**config.mk**
```make
export PLATFORM = sky130hd
export DESIGN_NAME = ttd_isqrt
export DESIGN_NICKNAME = d
export VERILOG_FILES = /design/src/design/ttd_pkg.sv /design/src/design/ttd_isqrt.sv
export SDC_FILE = /design/constraint.sdc
export NUM_CORES = 2
export LEC_CHECK = 0
export ABC_AREA = 1
export BUFFER_PORTS_ARGS = -buffer_cell sky130_fd_sc_hd__clkbuf_2
export CORE_ASPECT_RATIO = 1.1
export CORE_MARGIN = 5
export CORE_UTILIZATION = 55
export CTS_CLUSTER_SIZE = 8
export DETAILED_ROUTE_END_ITERATION = 7
export HOLD_SLACK_MARGIN = 0.02
export PLACE_DENSITY = 0.74
export SLEW_MARGIN = 20
export SYNTH_ARGS = -nofsm -noshare
export SYNTH_HDL_FRONTEND = slang
export SYNTH_SLANG_ARGS = --single-unit
export TNS_END_PERCENT = 1
```
**constraint.sdc**
```tcl
create_clock -name clock -period 2.5 [get_ports clock]
set_clock_uncertainty 0.2 [all_clocks]
set_input_delay 0.375 -clock clock [delete_from_list [all_inputs] [get_ports clock]]
set_output_delay 0.375 -clock clock [all_outputs]
set_load 0.02 [all_outputs]
```
**src/design/ttd_pkg.sv**
```systemverilog
// ----------------------------------------------------------------------------
// ttd_pkg: shared constants and types for the tilt threshold haptic drive
// Widths, pipeline depths and the CORDIC arctangent table.
// ----------------------------------------------------------------------------
package ttd_pkg;

   localparam int ACCEL_W      = 16;
   localparam int SUM_W        = 32;
   localparam int ROOT_W       = 24;
   localparam int REM_W        = ROOT_W + 3;
   localparam int RAD_W        = 2 * ROOT_W;
   localparam int SQRT_STAGES  = ROOT_W;
   localparam int CORDIC_STAGES = 16;
   localparam int CORDIC_LAT   = CORDIC_STAGES + 1;
   localparam int XY_W         = 28;
   localparam int Z_W          = 26;
   localparam int ACC_FRAC     = 16;
   localparam int ANGLE_FRAC_BITS = 4;
   localparam int RND_SHIFT    = ACC_FRAC - ANGLE_FRAC_BITS;
   localparam int PIPE_LAT     = 3 + SQRT_STAGES + CORDIC_LAT + 1;

   localparam logic signed [Z_W-1:0] HALF_TURN = Z_W'(180 <<< ACC_FRAC);

   localparam logic [1:0] REG_MODE  = 2'd0;
   localparam logic [1:0] REG_ROLL  = 2'd1;
   localparam logic [1:0] REG_PITCH = 2'd2;
   localparam logic [1:0] REG_DUTY  = 2'd3;

   typedef struct packed {
      logic signed [ACCEL_W-1:0] px;
      logic signed [ACCEL_W-1:0] by;
      logic signed [ACCEL_W-1:0] bz;
   } side_type;

   // round(atan(2^-i) deg * 65536)
   function automatic logic signed [Z_W-1:0] atan_tab(input int i);
      logic signed [Z_W-1:0] v;
      case (i)
         0: v = Z_W'(2949120);
         1: v = Z_W'(1740967);
         2: v = Z_W'(919879);
         3: v = Z_W'(466945);
         4: v = Z_W'(234379);
         5: v = Z_W'(117304);
         6: v = Z_W'(58666);
         7: v = Z_W'(29335);
         8: v = Z_W'(14668);
         9: v = Z_W'(7334);
         10: v = Z_W'(3667);
         11: v = Z_W'(1833);
         12: v = Z_W'(917);
         13: v = Z_W'(458);
         14: v = Z_W'(229);
         15: v = Z_W'(115);
         16: v = Z_W'(57);
         17: v = Z_W'(29);
         18: v = Z_W'(14);
         19: v = Z_W'(7);
         20: v = Z_W'(4);
         21: v = Z_W'(2);
         22: v = Z_W'(1);
         default: v = '0;
      endcase
      return v;
   endfunction

endpackage

```
**src/design/ttd_isqrt.sv**
```systemverilog
// ----------------------------------------------------------------------------
// ttd_isqrt: pipelined integer square root
// floor(sqrt(sum * 65536)), one result bit per stage, side data carried along.
// ----------------------------------------------------------------------------
module ttd_isqrt (
   input  logic                         clock,
   input  logic                         en,
   input  logic [ttd_pkg::SUM_W-1:0]    sum_in,
   input  ttd_pkg::side_type            side_in,
   output logic [ttd_pkg::ROOT_W-1:0]   root_out,
   output ttd_pkg::side_type            side_out
);
   import ttd_pkg::*;

   logic [RAD_W-1:0]  rad_ff  [0:SQRT_STAGES];
   logic [REM_W-1:0]  rem_ff  [0:SQRT_STAGES];
   logic [ROOT_W-1:0] root_ff [0:SQRT_STAGES];
   side_type          side_ff [0:SQRT_STAGES];

   assign rad_ff[0]  = {sum_in, 16'd0};
   assign rem_ff[0]  = '0;
   assign root_ff[0] = '0;
   assign side_ff[0] = side_in;

   for (genvar k = 0; k < SQRT_STAGES; k++) begin : g_stage
      logic [REM_W-1:0]  rem_in;
      logic [REM_W-1:0]  trial;
      logic [REM_W-1:0]  rem_nx;
      logic [ROOT_W-1:0] root_nx;

      always_comb begin
         rem_in = {rem_ff[k][REM_W-3:0], rad_ff[k][RAD_W-1:RAD_W-2]};
         trial  = REM_W'({root_ff[k], 2'b01});
         if (rem_in >= trial) begin
            rem_nx  = rem_in - trial;
            root_nx = {root_ff[k][ROOT_W-2:0], 1'b1};
         end else begin
            rem_nx  = rem_in;
            root_nx = {root_ff[k][ROOT_W-2:0], 1'b0};
         end
      end

      always_ff @(posedge clock) begin
         if (en) begin
            rad_ff[k+1]  <= {rad_ff[k][RAD_W-3:0], 2'b00};
            rem_ff[k+1]  <= rem_nx;
            root_ff[k+1] <= root_nx;
            side_ff[k+1] <= side_ff[k];
         end
      end
   end

   assign root_out = root_ff[SQRT_STAGES];
   assign side_out = side_ff[SQRT_STAGES];

endmodule

```
== Word level (Yosys, flattened, before mapping) ==
Cells that the tools add are included.
W data, S select, Z words.

* $add $sub $neg: 23
* Magnitude comparators: 24
* Muxes and demuxes: 47

{| class="wikitable"
|+ Operators by type and width
! operator !! number
|-
| $mux W25 || 22
|-
| $ge A27 B10 Y1 || 1
|-
| $ge A27 B11 Y1 || 1
|-
| $ge A27 B12 Y1 || 1
|-
| $ge A27 B13 Y1 || 1
|-
| $ge A27 B14 Y1 || 1
|-
| $ge A27 B15 Y1 || 1
|-
| $ge A27 B16 Y1 || 1
|-
| $ge A27 B17 Y1 || 1
|-
| $ge A27 B18 Y1 || 1
|-
| $ge A27 B19 Y1 || 1
|-
| $ge A27 B20 Y1 || 1
|-
| $ge A27 B21 Y1 || 1
|-
| $ge A27 B22 Y1 || 1
|-
| $ge A27 B23 Y1 || 1
|-
| $ge A27 B24 Y1 || 1
|-
| $ge A27 B25 Y1 || 1
|-
| $ge A27 B3 Y1 || 1
|-
| $ge A27 B4 Y1 || 1
|-
| $ge A27 B5 Y1 || 1
|-
| $ge A27 B6 Y1 || 1
|-
| $ge A27 B7 Y1 || 1
|-
| $ge A27 B8 Y1 || 1
|-
| $ge A27 B9 Y1 || 1
|-
| other kinds (26) || 49
|}

* Flip-flop bits (word level): 2245
* Input port bits: 82
* Output and inout bits: 72
* Logic and storage cells: 236

== Depth between registers and ports, before layout ==
* Depth in word-level cells: 2
* Gate-level depth with buffers: 16
* Mapped depth without buffers: 15

== Worst setup path before layout ==
Ideal clock, no wire load.

* Kind: flip-flop to flip-flop
* Start: register rem_ff, in the netlist g_stage[1].rem_in[2]
* End: register rem_ff, in the netlist g_stage[2].rem_in[5], data pin
* Library setup time: 0.254 ns
* Arrival time: 1.815 ns
* Data required time: 2.046 ns
* Setup slack: 0.231 ns
* Stages on the path, launching flop included: 11
* Buffers on the path: 0
* Period minus slack after synthesis: 2.269 ns
* Cell sequence: edfxtp_1 -> ha_1 -> a21oi_1 -> nand2_1 -> inv_1 -> ha_1 -> and2_0 -> inv_1 -> nand2_1 -> xor2_1 -> inv_1

* Longest elaborated chain between the ends: 2
* Elaborated cells on any way between the ends: 3
* Classes of those cells: add/sub: 1; order compare: 1; mux: 1

{| class="wikitable"
|+ RTL lines
! element !! line !! text
|-
| start, declared || ttd_isqrt.sv:16 || <nowiki>logic [REM_W-1:0] rem_ff [0:SQRT_STAGES];</nowiki>
|-
| start signal, assigned by index || ttd_isqrt.sv:46 || <nowiki>rem_ff[k+1] <= rem_nx;</nowiki>
|-
| $sub A25 B3 Y25 or $ge A27 B3 Y1 (tied branches) || ttd_isqrt.sv:35, ttd_isqrt.sv:34 ||
|-
| $mux W25 (*) || ttd_isqrt.sv:34 || <nowiki>if (rem_in >= trial) begin</nowiki>
|-
| via g_stage[1].rem_nx[3] || ttd_isqrt.sv:28 || <nowiki>logic [REM_W-1:0] rem_nx;</nowiki>
|}

Mark *: on every way through the listed nets, which the timed path passes. The rest lies on a longest branch.
A chain may end at the register's enable or synchronous reset.

== Worst setup path after layout ==
* Start: register root_ff, in the netlist g_stage[18].trial[17]
* End: register rem_ff, in the netlist g_stage[19].rem_in[4], data pin

* Longest elaborated chain between the ends: 2

{| class="wikitable"
|+ RTL lines
! element !! line !! text
|-
| start, declared || ttd_isqrt.sv:17 || <nowiki>logic [ROOT_W-1:0] root_ff [0:SQRT_STAGES];</nowiki>
|-
| start signal, assigned by index || ttd_isqrt.sv:47 || <nowiki>root_ff[k+1] <= root_nx;</nowiki>
|-
| $ge A27 B20 Y1 || ttd_isqrt.sv:34 ||
|-
| $mux W25 || ttd_isqrt.sv:34 ||
|-
| via g_stage[18].rem_nx[2] || ttd_isqrt.sv:28 ||
|}

The timed path passes the listed nets, and every way through them passes these cells.

==> results.yml <==
outcome:
  status: "finished, final reports clean"
setup_path:
  reg2reg_from: "g_stage[18].trial[17]$_DFFE_PP_"
  r2r_end: "g_stage[19].rem_in[4]$_DFFE_PP_"
  cpMostUsedCell: "nand2_1"
  rrSetupSlack_ns: 0.01
  slowest_stage: "edfxtp_1"
  critPathLaunchType: "register"
  cp.arrival_ns: 2.93
  cpPeakStageDelay_ns: 0.53
  path_max_fanout: 6
  required_ns: 2.95
  path_cells: "inv_2 > ha_4 > nand2_4 > inv_1 > nand2_1 > nand2_1 > inv_1 > nand2_1 > a21oi_2 > nand2_2 > buf_6 > nand2_1 > o21ai_0 > buf_4"
  critPathCaptureType: "register"
  rr_worst_depth: 14
  path_class: "register to register"
power:
  ir_worst_vdd_v: 0.000774
  leakagePower_nw: 52.6
  total_power_mw: 102
  powerDensity_nw_per_um2: 838
worst_hold_path:
  hp-class: "register to register"
  min_to: "side_ff[293]$_DFFE_PP_"
  hold_depth: 0
  holdCritStartpoint: "side_ff[341]$_DFFE_PP_"
route:
  drt-pass1-iter-count: 6
  avgRoutedWirePerCell_um: 18.9
  drt_iter0_markers: 5925
  viasPerCell: 5.19
  antenna_left: 0
  wl_um: 248000
  vias: 68325
  drcViolationCount: 0
floorplan:
  start_util: 0.554
  fp.dieH_um: 459
  num_rows: 164
  io_pins: 154
  core_area_um2: 182000
  dieWidth_um: 418
  design.die.area_um2: 192000
clock_tree:
  clock_latency_ns: 0.95
  clkTransAtPathRegs_ns: 0.05
  cts_tree: "done"
  cts_buffers: 331
  clock_sinks: 2228
  h-tree-depth: 5
  cts_buffer_depth: 4
  cts-root-buf: "clkbuf_16"
yosys:
  yosysUniqueCellTypes: 55
  synth_xor_area_frac: 0.0155
  syn_area_um2: 101000
  synthAdderAreaFrac: 0.0398
  yosys_warnings: 0
  muxShareOfSynthArea: 0
  synth_top_family_by_area: "simple AND/OR/NAND/NOR gates"
  ys_seq_area_frac: 0.663
  synth-compound-area-share: 0.0261
  avgSynthCellArea_um2: 10.6
  synth_seq_cells: 2228
  synth_top_area_share: 0.663
  mappedNetlistNets: 9874
  syn_inst: 9475
  synth-simple-area-share: 0.189
  synth_area_leaders: "edfxtp_1 (66%), nand2_1 (11%), inv_1 (5.6%)"
  netlist.top_cell.by_area: "edfxtp_1"
layout:
  layout-drive-gt1-share: 0.151
  instances_no_fill: 13155
  area_growth_syn_to_layout_pct: 20.5
  fin_nets: 11122
timing:
  grt_setup_unrepaired: "true"
  slew_viol_final: 0
  worst_hold_slack_ns: 0.144
  fin_crit_ns: 2.49
  slew_headroom: 0.516
  finalHoldViolCount: 0
  max_freq_ghz: 0.402
  finalCritPeriodShare: 0.995
  setup_viol: 0
  worstMarginPinSlew_ns: 0.726
job:
  timing.max_cap.violations: 0
global_routing:
  grt_pass1_vias: 68754
  track_usage: 0.256
  antenna_found_initial: 5
  grt_pass1_wl_um: 382000
  grt_max_degree: 76
  overflow: 0
place:
  dp_cells: 12607
  gp_congestion: 0.936
  dp_hpwl_um: 177000
  portBuffers: 153
## through the flow
stage	setup WS, ns	setup TNS [ns]	area (µm²)	util
2_1_floorplan	0.231	0	101000	-
3_3_place_gp	-0.496	-10.27	110000	0.602
3_5_place_dp	-0.462	-10.62	110000	0.602
4_1_cts	-0.00363	-0.00363	120000	0.660
5_1_grt	-0.0678	-1.66	122000	0.668
6_report	0.0129	0	122000	0.668
## area by class of cell
cell class | instances | area (µm²)
multi-input cells | 5581 | 28800
clock buffers | 339 | 8380
diodes | 1 | 2.50
repair buffers | 1030 | 8480
fillers | 13667 | 60400
clock inverters | 18 | 173
inverters | 1551 | 5840
well taps | 2407 | 3010
flip-flops and latches | 2228 | 66900
## per-layer routing
metal,GRT usage,up-vias,routed length (µm)
met5,0,-,13
met4,0.0837,2,7970
met3,0.0379,477,13400
met2,0.438,2102,122000
met1,0.340,32264,105000
li1,-,33480,-
## state kept, by name, indices dropped and copies added (netlist names)
signal          cells
rad_ff            210
root_out           24
side_ff          1104
g_stage.trial     276
g_stage.rem_in    566
side_out           48
## critical path, delay by kind of cell (launching register included)
kind	cells	cell delay (ns)
and+or+nand+nor	6	0.48
AOI/OAI and AO/OA	2	0.27
adders and majority gates	1	0.22
buffers and inverters	5	0.54
DFF	1	0.53
## kinds of logic after synthesis
group           Yosys count
simple gates           4608
flops                  2228
buf+inv                1666
compound gates          476
fa+ha+maj               317
xor+xnor                179
other cells               1
## worst max-delay path by stage
stage	start	end	slack, ns
after detailed placement	g_stage[13].rem_in[14]$_DFFE_PP_	g_stage[14].rem_in[3]$_DFFE_PP_	-0.46
after global routing	g_stage[11].trial[8]$_DFFE_PP_	g_stage[12].rem_in[17]$_DFFE_PP_	-0.07
after CTS	g_stage[21].rem_in[18]$_DFFE_PP_	g_stage[22].rem_in[11]$_DFFE_PP_	-0.004
final	g_stage[18].trial[17]$_DFFE_PP_	g_stage[19].rem_in[4]$_DFFE_PP_	0.01
after floorplan	g_stage[1].rem_in[2]$_DFFE_PP_	g_stage[2].rem_in[5]$_DFFE_PP_	0.23
after global placement	g_stage[13].rem_in[14]$_DFFE_PP_	g_stage[14].rem_in[3]$_DFFE_PP_	-0.50
## synthesized netlist by cell type, drive strengths merged
| library cell | count |
|---|---|
| a211o | 2 |
| a21boi | 6 |
| a21o | 1 |
| a21oi | 297 |
| a31oi | 1 |
| a41oi | 1 |
| and2 | 17 |
| and3 | 5 |
| buf | 114 |
| clkbuf | 1 |
| clkinv | 1 |
| conb | 1 |
| edfxtp | 2228 |
| fa | 7 |
| ha | 310 |
| inv | 1550 |
| nand2 | 3068 |
| nand3 | 497 |
| nand3b | 81 |
| nand4 | 126 |
| nor2 | 736 |
| nor2b | 2 |
| nor3 | 52 |
| nor3b | 4 |
| nor4 | 4 |
| o2111ai | 1 |
| o211ai | 6 |
| o21a | 2 |
| o21ai | 152 |
| o21bai | 7 |
| or2 | 15 |
| or3 | 1 |
| xnor2 | 61 |
| xor2 | 118 |
## layout by cell type, fill, tap and decap left out, types with 6 or more instances in the layout
master,Yosys,routed
xor2_1,118,118
nand3b_1,81,81
nand2_2,24,58
clkbuf_2,0,152
nor2_1,695,660
a21oi_1,267,239
nand2_1,3041,3005
a21oi_4,4,7
o21ai_2,6,15
and2_1,16,15
nand3_1,490,481
o21ai_1,30,32
a21oi_2,26,51
clkbuf_16,0,335
buf_4,66,655
ha_1,310,212
xnor2_1,61,61
dlygate4sd3_1,0,160
or2_2,14,14
inv_6,0,8
buf_6,25,8
edfxtp_1,2228,2228
nor2_2,31,59
ha_2,0,18
inv_1,1509,1499
o21ai_0,115,104
nand4_1,126,126
nor3_1,47,44
o211ai_1,6,6
nor2_4,8,15
nand3_2,6,14
nor3_2,5,8
inv_2,38,45
ha_4,0,80
buf_12,0,54
## power breakdown
part           internal [mW]  leakage, nW  switching, mW
Sequential              45.1         21.5           2.18
Clock                   23.4         4.20           14.7
Combinational           6.44         26.9           10.1
Total                   74.9         52.6           27.0
## what timing repair did
action | CTS | global route
hold buffers | 160 | 0
pin swaps | 2 | 15
hold endpoints to repair | 725 | 0
gates cloned | 0 | 1
gates resized for setup | 47 | 244
endpoints found under the setup margin | 154 | 418
buffers inserted | 14 | 15
No activity file was read; power rests on OpenSTA's default activity.
